--- src/gps_time_to_calendar_date_defines.svh ---
// ---------------------------------------------------------------------------
// gps_time_to_calendar_date_defines.svh
// Assertion macros for the GPS time to calendar date block.
// ---------------------------------------------------------------------------
`ifndef GPS_TIME_TO_CALENDAR_DATE_DEFINES_SVH
`define GPS_TIME_TO_CALENDAR_DATE_DEFINES_SVH

// Same-cycle implication, sampled on clk, off while rst_n is low.
`define GTCD_ASSERT_NOW(lbl, ante, cons, msg) \
  lbl: assert property (@(posedge clk) disable iff (!rst_n) (ante) |-> (cons)) \
    else $error(msg);

// Next-cycle implication, sampled on clk, off while rst_n is low.
`define GTCD_ASSERT_NXT(lbl, ante, cons, msg) \
  lbl: assert property (@(posedge clk) disable iff (!rst_n) (ante) |=> (cons)) \
    else $error(msg);

`endif

--- src/gtcd_pkg.sv ---
`timescale 1ns / 1ps
// ---------------------------------------------------------------------------
// gtcd_pkg
// Widths, constants, stage numbering and shared types of the GPS time to
// calendar date pipeline.
// ---------------------------------------------------------------------------
package gtcd_pkg;

  // field widths
  localparam int WEEK_W  = 14;
  localparam int TOW_W   = 30;
  localparam int LEAP_W  = 6;
  localparam int YEAR_W  = 12;
  localparam int MONTH_W = 4;
  localparam int DAY_W   = 5;
  localparam int HOUR_W  = 5;
  localparam int MIN_W   = 6;
  localparam int MILLI_W = 16;

  // internal widths
  localparam int JD_W  = 22;   // day number c
  localparam int DY_W  = 13;   // Julian year count d
  localparam int G_W   = 10;   // day in the March-based year, c - e
  localparam int F_W   = 4;    // month count f

  // configuration port
  localparam int PADDR_W = 3;
  localparam int PDATA_W = 32;
  localparam logic REG_LEAP = 1'b0;     // word index of leap_seconds
  localparam logic [LEAP_W-1:0] LEAP_RESET = LEAP_W'(18);

  // time constants
  localparam int MS_PER_SEC    = 1000;
  localparam int MS_PER_MINUTE = 60000;
  localparam int MS_PER_HOUR   = 3600000;
  localparam int MS_PER_DAY    = 86400000;
  localparam int DAYS_PER_WEEK = 7;

  // Julian-day constants
  localparam int GPS_EPOCH_JD = 2444245;
  localparam int JD_OFFSET    = 1537;
  localparam int YEAR_OFFSET  = 4715;
  localparam int DIV_YEAR     = 7305;      // 20 * 365.25
  localparam int DIV_MONTH    = 306001;    // 10000 * 30.6001
  localparam int MONTH_SCALE  = 10000;
  // day count is taken biased by one day so the floor quotient stays >= 0
  localparam int C_BASE = GPS_EPOCH_JD + JD_OFFSET - 1;
  localparam int Y_BASE = 20 * C_BASE - 2442;

  // reciprocals, scaled by 2**RCP_SH, rounded down
  localparam int RCP_SH = 32;
  localparam longint RCP_DAY   = (64'd1 << RCP_SH) / MS_PER_DAY;
  localparam longint RCP_HOUR  = (64'd1 << RCP_SH) / MS_PER_HOUR;
  localparam longint RCP_MIN   = (64'd1 << RCP_SH) / MS_PER_MINUTE;
  localparam longint RCP_YEAR  = (64'd1 << RCP_SH) / DIV_YEAR;
  localparam longint RCP_MONTH = ((64'd1 << RCP_SH) / DIV_MONTH) * MONTH_SCALE;

  // pipeline stages: A..H in the core, then the output register
  localparam int NUM_STAGES = 9;
  localparam int ST_OUT     = NUM_STAGES - 1;

  // core result handed to the output stage
  typedef struct packed {
    logic [HOUR_W-1:0]  hour;
    logic [MIN_W-1:0]   minute;
    logic [MILLI_W-1:0] milli;
    logic [DY_W-1:0]    dy;
    logic [G_W-1:0]     g;
    logic [F_W-1:0]     f;
  } gtcd_res_t;

  // floor(30.6001 * f)
  function automatic logic [8:0] month_base(input logic [F_W-1:0] f);
    logic [8:0] b;
    unique case (f)
      4'd0:  b = 9'd0;
      4'd1:  b = 9'd30;
      4'd2:  b = 9'd61;
      4'd3:  b = 9'd91;
      4'd4:  b = 9'd122;
      4'd5:  b = 9'd153;
      4'd6:  b = 9'd183;
      4'd7:  b = 9'd214;
      4'd8:  b = 9'd244;
      4'd9:  b = 9'd275;
      4'd10: b = 9'd306;
      4'd11: b = 9'd336;
      4'd12: b = 9'd367;
      4'd13: b = 9'd397;
      4'd14: b = 9'd428;
      4'd15: b = 9'd459;
    endcase
    return b;
  endfunction

endpackage

--- src/gtcd_core.sv ---
`timescale 1ns / 1ps
// ---------------------------------------------------------------------------
// gtcd_core
// Datapath stages A..H: leap correction, day split, time of day and the
// Julian-day year and month counts. Constant divisions use a reciprocal
// multiply in one stage and a single compare/subtract fix in the next.
// ---------------------------------------------------------------------------
module gtcd_core import gtcd_pkg::*; (
  input  logic                  clk,
  input  logic [NUM_STAGES-2:0] stage_en,
  input  logic [WEEK_W-1:0]     gps_week,
  input  logic [TOW_W-1:0]      tow_ms,
  input  logic [LEAP_W-1:0]     leap_seconds,
  output gtcd_res_t             res
);

  // stage A: biased ms count, base day number
  logic [30:0]     x_a_r, x_a_nxt;
  logic [JD_W-1:0] c_a_r, c_a_nxt;
  logic [25:0]     y_a_r, y_a_nxt;
  logic [15:0]     leap_ms;
  // stage B
  logic [30:0]     x_b_r;
  logic [JD_W-1:0] c_b_r;
  logic [25:0]     y_b_r;
  logic [3:0]      q0_b_r, q0_b_nxt;
  logic [36:0]     p_day;
  // stage C
  logic [26:0]     t_c_r, t_c_nxt;
  logic [JD_W-1:0] c_c_r, c_c_nxt;
  logic [25:0]     y_c_r, y_c_nxt;
  logic [31:0]     r_day;
  logic [3:0]      q_day;
  // stage D
  logic [26:0]     t_d_r;
  logic [JD_W-1:0] c_d_r;
  logic [25:0]     y_d_r;
  logic [HOUR_W-1:0] h0_d_r, h0_d_nxt;
  logic [DY_W-1:0] d0_d_r, d0_d_nxt;
  logic [37:0]     p_hour;
  logic [45:0]     p_year;
  // stage E
  logic [HOUR_W-1:0] hour_e_r, hour_e_nxt;
  logic [21:0]     rh_e_r, rh_e_nxt;
  logic [DY_W-1:0] d_e_r, d_e_nxt;
  logic [JD_W-1:0] c_e_r;
  logic [26:0]     r_hour;
  logic [25:0]     r_year;
  // stage F
  logic [HOUR_W-1:0] hour_f_r;
  logic [21:0]     rh_f_r;
  logic [DY_W-1:0] d_f_r;
  logic [MIN_W-1:0] m0_f_r, m0_f_nxt;
  logic [G_W-1:0]  g_f_r, g_f_nxt;
  logic [38:0]     p_min;
  logic [JD_W-1:0] e_f, g_full;
  // stage G
  logic [HOUR_W-1:0] hour_g_r;
  logic [DY_W-1:0] d_g_r;
  logic [G_W-1:0]  g_g_r;
  logic [MIN_W-1:0] min_g_r, min_g_nxt;
  logic [MILLI_W-1:0] ms_g_r, ms_g_nxt;
  logic [F_W-1:0]  f0_g_r, f0_g_nxt;
  logic [21:0]     r_min;
  logic [37:0]     p_month;
  // stage H
  logic [F_W-1:0]  f_h_r, f_h_nxt;
  logic [HOUR_W-1:0] hour_h_r;
  logic [MIN_W-1:0] min_h_r;
  logic [MILLI_W-1:0] ms_h_r;
  logic [DY_W-1:0] d_h_r;
  logic [G_W-1:0]  g_h_r;
  logic [23:0]     r_month;

  // ---- stage A
  always_comb begin
    leap_ms = 16'(leap_seconds) * 16'(MS_PER_SEC);
    x_a_nxt = 31'(tow_ms) + 31'(MS_PER_DAY) - 31'(leap_ms);
    c_a_nxt = 22'(gps_week) * 22'(DAYS_PER_WEEK) + 22'(C_BASE);
    y_a_nxt = 26'(gps_week) * 26'(20 * DAYS_PER_WEEK) + 26'(Y_BASE);
  end

  always_ff @(posedge clk) begin
    if (stage_en[0]) begin
      x_a_r <= x_a_nxt;
      c_a_r <= c_a_nxt;
      y_a_r <= y_a_nxt;
    end
  end

  // ---- stage B: day quotient estimate
  always_comb begin
    p_day    = 37'(x_a_r) * 37'(RCP_DAY);
    q0_b_nxt = p_day[RCP_SH+3:RCP_SH];
  end

  always_ff @(posedge clk) begin
    if (stage_en[1]) begin
      x_b_r  <= x_a_r;
      c_b_r  <= c_a_r;
      y_b_r  <= y_a_r;
      q0_b_r <= q0_b_nxt;
    end
  end

  // ---- stage C: fix day quotient, time of day
  always_comb begin
    r_day = 32'(x_b_r) - 32'(q0_b_r) * 32'(MS_PER_DAY);
    if (r_day >= 32'(MS_PER_DAY)) begin
      q_day   = q0_b_r + 4'd1;
      t_c_nxt = 27'(r_day - 32'(MS_PER_DAY));
    end else begin
      q_day   = q0_b_r;
      t_c_nxt = 27'(r_day);
    end
    c_c_nxt = c_b_r + 22'(q_day);
    y_c_nxt = y_b_r + 26'(q_day) * 26'd20;
  end

  always_ff @(posedge clk) begin
    if (stage_en[2]) begin
      t_c_r <= t_c_nxt;
      c_c_r <= c_c_nxt;
      y_c_r <= y_c_nxt;
    end
  end

  // ---- stage D: hour and year estimates
  always_comb begin
    p_hour   = 38'(t_c_r) * 38'(RCP_HOUR);
    h0_d_nxt = p_hour[RCP_SH+HOUR_W-1:RCP_SH];
    p_year   = 46'(y_c_r) * 46'(RCP_YEAR);
    d0_d_nxt = p_year[RCP_SH+DY_W-1:RCP_SH];
  end

  always_ff @(posedge clk) begin
    if (stage_en[3]) begin
      t_d_r  <= t_c_r;
      c_d_r  <= c_c_r;
      y_d_r  <= y_c_r;
      h0_d_r <= h0_d_nxt;
      d0_d_r <= d0_d_nxt;
    end
  end

  // ---- stage E: fix hour and year
  always_comb begin
    r_hour = t_d_r - 27'(h0_d_r) * 27'(MS_PER_HOUR);
    if (r_hour >= 27'(MS_PER_HOUR)) begin
      hour_e_nxt = h0_d_r + 5'd1;
      rh_e_nxt   = 22'(r_hour - 27'(MS_PER_HOUR));
    end else begin
      hour_e_nxt = h0_d_r;
      rh_e_nxt   = 22'(r_hour);
    end
    r_year  = y_d_r - 26'(d0_d_r) * 26'(DIV_YEAR);
    d_e_nxt = (r_year >= 26'(DIV_YEAR)) ? d0_d_r + 13'd1 : d0_d_r;
  end

  always_ff @(posedge clk) begin
    if (stage_en[4]) begin
      hour_e_r <= hour_e_nxt;
      rh_e_r   <= rh_e_nxt;
      d_e_r    <= d_e_nxt;
      c_e_r    <= c_d_r;
    end
  end

  // ---- stage F: minute estimate, e = floor(365.25 d), g = c - e
  always_comb begin
    p_min    = 39'(rh_e_r) * 39'(RCP_MIN);
    m0_f_nxt = p_min[RCP_SH+MIN_W-1:RCP_SH];
    e_f      = 22'(d_e_r) * 22'd365 + 22'(d_e_r >> 2);
    g_full   = c_e_r - e_f;
    g_f_nxt  = g_full[G_W-1:0];
  end

  always_ff @(posedge clk) begin
    if (stage_en[5]) begin
      hour_f_r <= hour_e_r;
      rh_f_r   <= rh_e_r;
      d_f_r    <= d_e_r;
      m0_f_r   <= m0_f_nxt;
      g_f_r    <= g_f_nxt;
    end
  end

  // ---- stage G: fix minute, month estimate
  always_comb begin
    r_min = rh_f_r - 22'(m0_f_r) * 22'(MS_PER_MINUTE);
    if (r_min >= 22'(MS_PER_MINUTE)) begin
      min_g_nxt = m0_f_r + 6'd1;
      ms_g_nxt  = 16'(r_min - 22'(MS_PER_MINUTE));
    end else begin
      min_g_nxt = m0_f_r;
      ms_g_nxt  = 16'(r_min);
    end
    p_month  = 38'(g_f_r) * 38'(RCP_MONTH);
    f0_g_nxt = p_month[RCP_SH+F_W-1:RCP_SH];
  end

  always_ff @(posedge clk) begin
    if (stage_en[6]) begin
      hour_g_r <= hour_f_r;
      d_g_r    <= d_f_r;
      g_g_r    <= g_f_r;
      min_g_r  <= min_g_nxt;
      ms_g_r   <= ms_g_nxt;
      f0_g_r   <= f0_g_nxt;
    end
  end

  // ---- stage H: fix month count
  always_comb begin
    r_month = 24'(g_g_r) * 24'(MONTH_SCALE) - 24'(f0_g_r) * 24'(DIV_MONTH);
    f_h_nxt = (r_month >= 24'(DIV_MONTH)) ? f0_g_r + 4'd1 : f0_g_r;
  end

  always_ff @(posedge clk) begin
    if (stage_en[7]) begin
      f_h_r    <= f_h_nxt;
      hour_h_r <= hour_g_r;
      min_h_r  <= min_g_r;
      ms_h_r   <= ms_g_r;
      d_h_r    <= d_g_r;
      g_h_r    <= g_g_r;
    end
  end

  assign res = '{hour: hour_h_r, minute: min_h_r, milli: ms_h_r,
                 dy: d_h_r, g: g_h_r, f: f_h_r};

endmodule

--- src/gps_time_to_calendar_date.sv ---
`timescale 1ns / 1ps
`include "gps_time_to_calendar_date_defines.svh"
// ---------------------------------------------------------------------------
// gps_time_to_calendar_date
// GPS week / time of week to UTC date and time, fully pipelined.
//
//   channel  | handshake          | word
//   ---------+--------------------+------------------------------------------
//   in       | in_valid/in_stall  | gps_week, tow_ms
//   out      | out_valid/out_stall| year, month, day, hour, minute,
//            |                    | milli_of_minute
//   cfg      | APB (psel..pready) | leap_seconds at byte address 0
//
// One word per cycle while out_stall is low; each word passes through the nine
// register stages (eight in gtcd_core, one output register here).
// Every stage has its own valid bit and loads when it is empty or its
// successor moves, so bubbles are squeezed out under back-pressure.
// in_stall rises only when all nine stages hold words and out_stall is high.
// rst_n (synchronous) clears the valid bits and sets leap_seconds to 18.
// ---------------------------------------------------------------------------
module gps_time_to_calendar_date import gtcd_pkg::*; (
  input  logic                clk,
  input  logic                rst_n,
  // input words
  input  logic                in_valid,
  output logic                in_stall,
  input  logic [WEEK_W-1:0]   in_gps_week,
  input  logic [TOW_W-1:0]    in_tow_ms,
  // result words
  output logic                out_valid,
  input  logic                out_stall,
  output logic [YEAR_W-1:0]   out_year,
  output logic [MONTH_W-1:0]  out_month,
  output logic [DAY_W-1:0]    out_day,
  output logic [HOUR_W-1:0]   out_hour,
  output logic [MIN_W-1:0]    out_minute,
  output logic [MILLI_W-1:0]  out_milli_of_minute,
  // configuration
  input  logic                psel,
  input  logic                penable,
  input  logic                pwrite,
  input  logic [PADDR_W-1:0]  paddr,
  input  logic [PDATA_W-1:0]  pwdata,
  output logic [PDATA_W-1:0]  prdata,
  output logic                pready
);

  // leap second register
  logic [LEAP_W-1:0] leap_r, leap_nxt;
  logic              cfg_wr;

  // stage valid bits and load enables
  logic [NUM_STAGES-1:0] vld_r, vld_nxt;
  logic [NUM_STAGES-1:0] rdy;

  gtcd_res_t res;

  // output register
  logic [YEAR_W-1:0]  year_r, year_nxt;
  logic [MONTH_W-1:0] month_r, month_nxt;
  logic [DAY_W-1:0]   day_r, day_nxt;
  logic [HOUR_W-1:0]  hour_r;
  logic [MIN_W-1:0]   minute_r;
  logic [MILLI_W-1:0] milli_r;
  logic [G_W-1:0]     day_full;

  // ---- configuration: only word 0 exists, other words read zero
  assign pready = 1'b1;
  assign cfg_wr = psel && penable && pwrite && (paddr[2] == REG_LEAP);

  always_comb begin
    leap_nxt = cfg_wr ? pwdata[LEAP_W-1:0] : leap_r;
    prdata   = (paddr[2] == REG_LEAP) ? PDATA_W'(leap_r) : '0;
  end

  always_ff @(posedge clk) begin
    if (!rst_n) begin
      leap_r <= LEAP_RESET;
    end else begin
      leap_r <= leap_nxt;
    end
  end

  // ---- pipeline control: a stage loads when empty or when its word leaves
  always_comb begin
    rdy[ST_OUT] = !vld_r[ST_OUT] || !out_stall;
    for (int k = ST_OUT - 1; k >= 0; k--) begin
      rdy[k] = !vld_r[k] || rdy[k+1];
    end
    vld_nxt[0] = rdy[0] ? in_valid : vld_r[0];
    for (int k = 1; k < NUM_STAGES; k++) begin
      vld_nxt[k] = rdy[k] ? vld_r[k-1] : vld_r[k];
    end
  end

  always_ff @(posedge clk) begin
    if (!rst_n) begin
      vld_r <= '0;
    end else begin
      vld_r <= vld_nxt;
    end
  end

  assign in_stall = !rdy[0];

  // ---- stages A..H
  gtcd_core u_core (
    .clk          (clk),
    .stage_en     (rdy[ST_OUT-1:0]),
    .gps_week     (in_gps_week),
    .tow_ms       (in_tow_ms),
    .leap_seconds (leap_r),
    .res          (res)
  );

  // ---- output stage: day, month and year from the month count f
  // f runs 4..15; f of 14 and 15 are January and February of the next year
  always_comb begin
    day_full = res.g - G_W'(month_base(res.f));
    day_nxt  = day_full[DAY_W-1:0];
    if (res.f < 4'd14) begin
      month_nxt = res.f - 4'd1;
      year_nxt  = YEAR_W'(res.dy - DY_W'(YEAR_OFFSET + 1));
    end else begin
      month_nxt = res.f - 4'd13;
      year_nxt  = YEAR_W'(res.dy - DY_W'(YEAR_OFFSET));
    end
  end

  always_ff @(posedge clk) begin
    if (rdy[ST_OUT]) begin
      year_r   <= year_nxt;
      month_r  <= month_nxt;
      day_r    <= day_nxt;
      hour_r   <= res.hour;
      minute_r <= res.minute;
      milli_r  <= res.milli;
    end
  end

  assign out_valid           = vld_r[ST_OUT];
  assign out_year            = year_r;
  assign out_month           = month_r;
  assign out_day             = day_r;
  assign out_hour            = hour_r;
  assign out_minute          = minute_r;
  assign out_milli_of_minute = milli_r;

  // ---- assertions
  `GTCD_ASSERT_NOW(a_stall_full, in_stall, &vld_r, "input stalled with a free stage")
  `GTCD_ASSERT_NXT(a_stage_hold, vld_r[0] && !rdy[1], vld_r[0], "stage A word lost")
  `GTCD_ASSERT_NOW(a_month_rng, out_valid, out_month >= 4'd1 && out_month <= 4'd12, "bad month")
  `GTCD_ASSERT_NOW(a_day_rng, out_valid, out_day != 5'd0, "day of month is zero")
  `GTCD_ASSERT_NOW(a_time_rng, out_valid, out_hour < 5'd24 && out_minute < 6'd60 && out_milli_of_minute < 16'd60000, "time of day out of range")

endmodule
--- config.mk ---
export PLATFORM = sky130hd
export DESIGN_NAME = gps_time_to_calendar_date
export DESIGN_NICKNAME = d
export VERILOG_FILES = /design/src/gtcd_pkg.sv /design/src/gtcd_core.sv /design/src/gps_time_to_calendar_date.sv
export VERILOG_INCLUDE_DIRS = /design/src /design/src/src
export SDC_FILE = /design/constraint.sdc
export NUM_CORES = 2
export LEC_CHECK = 0
export BUFFER_PORTS_ARGS = -buffer_cell sky130_fd_sc_hd__buf_2
export CORE_ASPECT_RATIO = 1.4
export CORE_MARGIN = 10
export CORE_UTILIZATION = 59
export DETAILED_ROUTE_END_ITERATION = 16
export GPL_ROUTABILITY_DRIVEN = 0
export HOLD_SLACK_MARGIN = 0.06
export PLACE_DENSITY = 0.87
export SETUP_SLACK_MARGIN = 0.5
export SLEW_MARGIN = 25
export SYNTH_ARGS = -nofsm -noshare
export SYNTH_HDL_FRONTEND = slang
export SYNTH_SLANG_ARGS = --single-unit
export TNS_END_PERCENT = 30
--- constraint.sdc ---
create_clock -name clk -period 8.1 [get_ports clk]
set_input_delay 1.215 -clock clk [delete_from_list [all_inputs] [get_ports clk]]
set_output_delay 1.215 -clock clk [all_outputs]
set_load 0.02 [all_outputs]
==> flow_metrics.tcl <==
set metrics [dict create \
    cts_tree "built" \
    grt_max_degree 69 \
    placed_cells 6933 \
    cp_slowest_cell "edfxtp_1" \
    final.period_utilization_pct 102.4 \
    htree_levels 2 \
    cp_max_fo 4 \
    synth_seq_area_share_pct 26.91 \
    synth_warnings 0 \
    hpwl_mm 101.5 \
    setup_slack_ns -0.1983 \
    drc 0 \
    final_nets 7608 \
    status "finished with violations" \
    final_antenna_net_count 0 \
    timing.final.crit_period_ns 8.298 \
    crit_path_start_kind "flip-flop" \
    clk_pin_slew_worst_paths_ns 0.07 \
    routedWlPerCell_um 18.46 \
    synth_area_leader_cell "edfxtp_1" \
    die_area_mm2 0.1152 \
    synth-seq-cells 545 \
    gr-usage-met2_pct 42.79 \
    portBuffers 113 \
    crit_family "compound AO/OA/AOI/OAI gates" \
    clockBufferDepth 3 \
    grt.overflow.total 0 \
    criticalPathCategory "flip-flop to flip-flop" \
    cp.buffers_inverters 4 \
    fin_hold_ws_ns 0.4042 \
    core_area_mm2 0.1012 \
    slew_violations 0 \
    yosys-top-cells-area "edfxtp_1, ha_1, fa_1" \
    fp.dieW_um 289.7 \
    violations "negative setup slack" \
    io_pins 169 \
    pre_cts_slack_ns -0.2454 \
    hold_violations 0 \
    cts_num_sinks 545 \
    start_util_pct 59.38 \
    drive_above_1_share_pct 7.410 \
    cp.arrival_ns 8.68 \
    synth-async-reset-ratio_pct 0 \
    routed_via_density 5.741 \
    max_cap_viol_count 0 \
    synthesis.area_mm2 0.06008 \
    finalNonFillerCells 7080 \
    syn_area_per_cell_um2 10.96 \
    vias 40650 \
    synth_ff_type "edfxtp_1" \
    grt_use_total_pct 22.24 \
    area_growth_pct 8.813 \
    drt_wl_total_mm 130.7 \
    synth_edf_count 525 \
    grt_pass1_wl_mm 209.9 \
    grt_pass1_vias 44640 \
    antenna_found_initial 1 \
    cts_hold_buf 0 \
    die_h_um 397.6 \
    setup-violations-final 10 \
    synthDistinctLibCells 77 \
    worstMarginPinSlew_ns 1.359 \
    finalSetupTns_ns -1.148 \
    insertion_delay_ns 0.63 \
    numCtsBuffers 54 \
    rsz0062_at_grt "true" \
    drt_iter0_markers 2319 \
    fillers 7107 \
    slowest_delay_ns 0.46 \
    first_pass_iters 5 \
    worst_setup_path_end_kind "flip-flop" \
    met3_usage_pct 2.645 \
    hp-class "flip-flop to flip-flop" \
    gr-max-usage-layer "met2" \
    gr-usage-met1_pct 22.71 \
    path_common_cell "ha_4" \
    relSlewSlack_pct 8.421 \
    rows 138 \
    synth_top_cell_area_share_pct 26.24 \
    syn_inst 5482 \
    worstPathRequired_ns 8.48 \
    clock.fmax_ghz 0.1205 \
    skew_ns 0.02314 \
    clock-root-buffer "clkbuf_16" \
]
state kept, by name, summed over array words and instances, names as in the netlist, 22 cells and up, named ones only:
register       count
u_core.rh_f_r     22
u_core.t_c_r      27
u_core.y_a_r      23
u_core.y_d_r      24
u_core.y_b_r      23
u_core.y_c_r      24
u_core.t_d_r      27
u_core.x_b_r      31
u_core.x_a_r      31
u_core.rh_e_r     22
final cells by class:
class	count	area (um^2)	share of cell area [%]
Clock inverter	36	431.7	0.6603
Antenna cell	1	2.502	0.003828
Clock buffer	63	1395	2.134
Inverter	1268	4763	7.286
Sequential cell	545	16170	24.73
Timing Repair Buffer	181	1106	1.692
Multi-Input combinational cell	3656	39850	60.95
Tap cell	1330	1664	2.546
synth_stat cells, types with 17 or more instances:
cell type	instances
xnor2_1	251
o21bai_1	32
o21ai_0	146
nand2_1	166
fa_1	605
a31oi_1	35
a21oi_1	197
o31ai_1	18
a21o_1	93
ha_1	1211
dfxtp_1	20
edfxtp_1	525
mux2i_1	21
o211ai_1	23
nand2b_1	38
xor2_1	104
nor4_1	17
o21a_1	54
nor2_1	158
inv_1	1267
buf_4	27
nor3_1	58
or3_1	25
nand3_1	60
nand4_1	25
and3_1	25
nor2b_1	57
metal layers:
metal  share of wire [%]  vias to the layer above  wire, um
li1                    -                    18700         -
met5                   0                        -         0
met4                 6.1                        0      7966
met2                  55                     1357     71680
met1                  35                    19990     45400
met3                 4.4                      596      5691
path summary, 6_finish.rpt:
| kind | from | endpoint | slack, ns | cells past startpoint |
|---|---|---|---|---|
| setup reg to reg | u_core.q0_b_r[2]$_DFFE_PP_ | u_core.y_c_r[24]$_DFFE_PP_ | -0.20 | 42 |
| hold reg to reg | u_core.d_g_r[8]$_DFFE_PP_ | u_core.d_h_r[8]$_DFFE_PN_ | 0.40 | 0 |
| hold / removal | u_core.d_g_r[8]$_DFFE_PP_ | u_core.d_h_r[8]$_DFFE_PN_ | 0.40 | 0 |
| setup / recovery | u_core.q0_b_r[2]$_DFFE_PP_ | u_core.y_c_r[24]$_DFFE_PP_ | -0.20 | 42 |
cell families (layout without fill, tap and decap cells):
| kind of cell | after synthesis | after routing | synth area share [%] |
|---|---|---|---|
| compound gates | 731 | 731 | 7.897 |
| xor+xnor | 355 | 355 | 5.175 |
| fa+ha+maj | 1816 | 1816 | 45.38 |
| buf+inv | 1306 | 1548 | 8.330 |
| flops | 545 | 545 | 26.91 |
| mux | 26 | 26 | 0.4436 |
| other cells | 2 | 28 | 0.01250 |
| simple gates | 701 | 701 | 5.854 |
repair_timing:
| item | CTS | global route |
|---|---|---|
| buffers inserted | 25 | 22 |
| endpoints found under the setup margin | 22 | 25 |
| pin swaps | 40 | 58 |
| gates resized for setup | 57 | 83 |
placed cells by master, fill, tap and decap left out, types with 113 or more instances in the layout:
| cell type | synthesis | layout |
|---|---|---|
| o21ai_0 | 146 | 131 |
| ha_1 | 1211 | 1192 |
| xnor2_1 | 251 | 244 |
| inv_1 | 1267 | 1257 |
| nand2_1 | 166 | 158 |
| buf_2 | 1 | 113 |
| a21oi_1 | 197 | 178 |
| edfxtp_1 | 525 | 525 |
| fa_1 | 605 | 603 |
| nor2_1 | 158 | 152 |
metrics by stage:
step,area (um^2),util (%)
finish,65370,64.61
CTS,64740,63.98
floorplan,60300,-
global route,65370,64.61
global placement,62450,61.73
detailed placement,62460,61.73
Power is not shown: default switching activity piles up to over one toggle a cycle in this logic, so the estimate is an artifact.
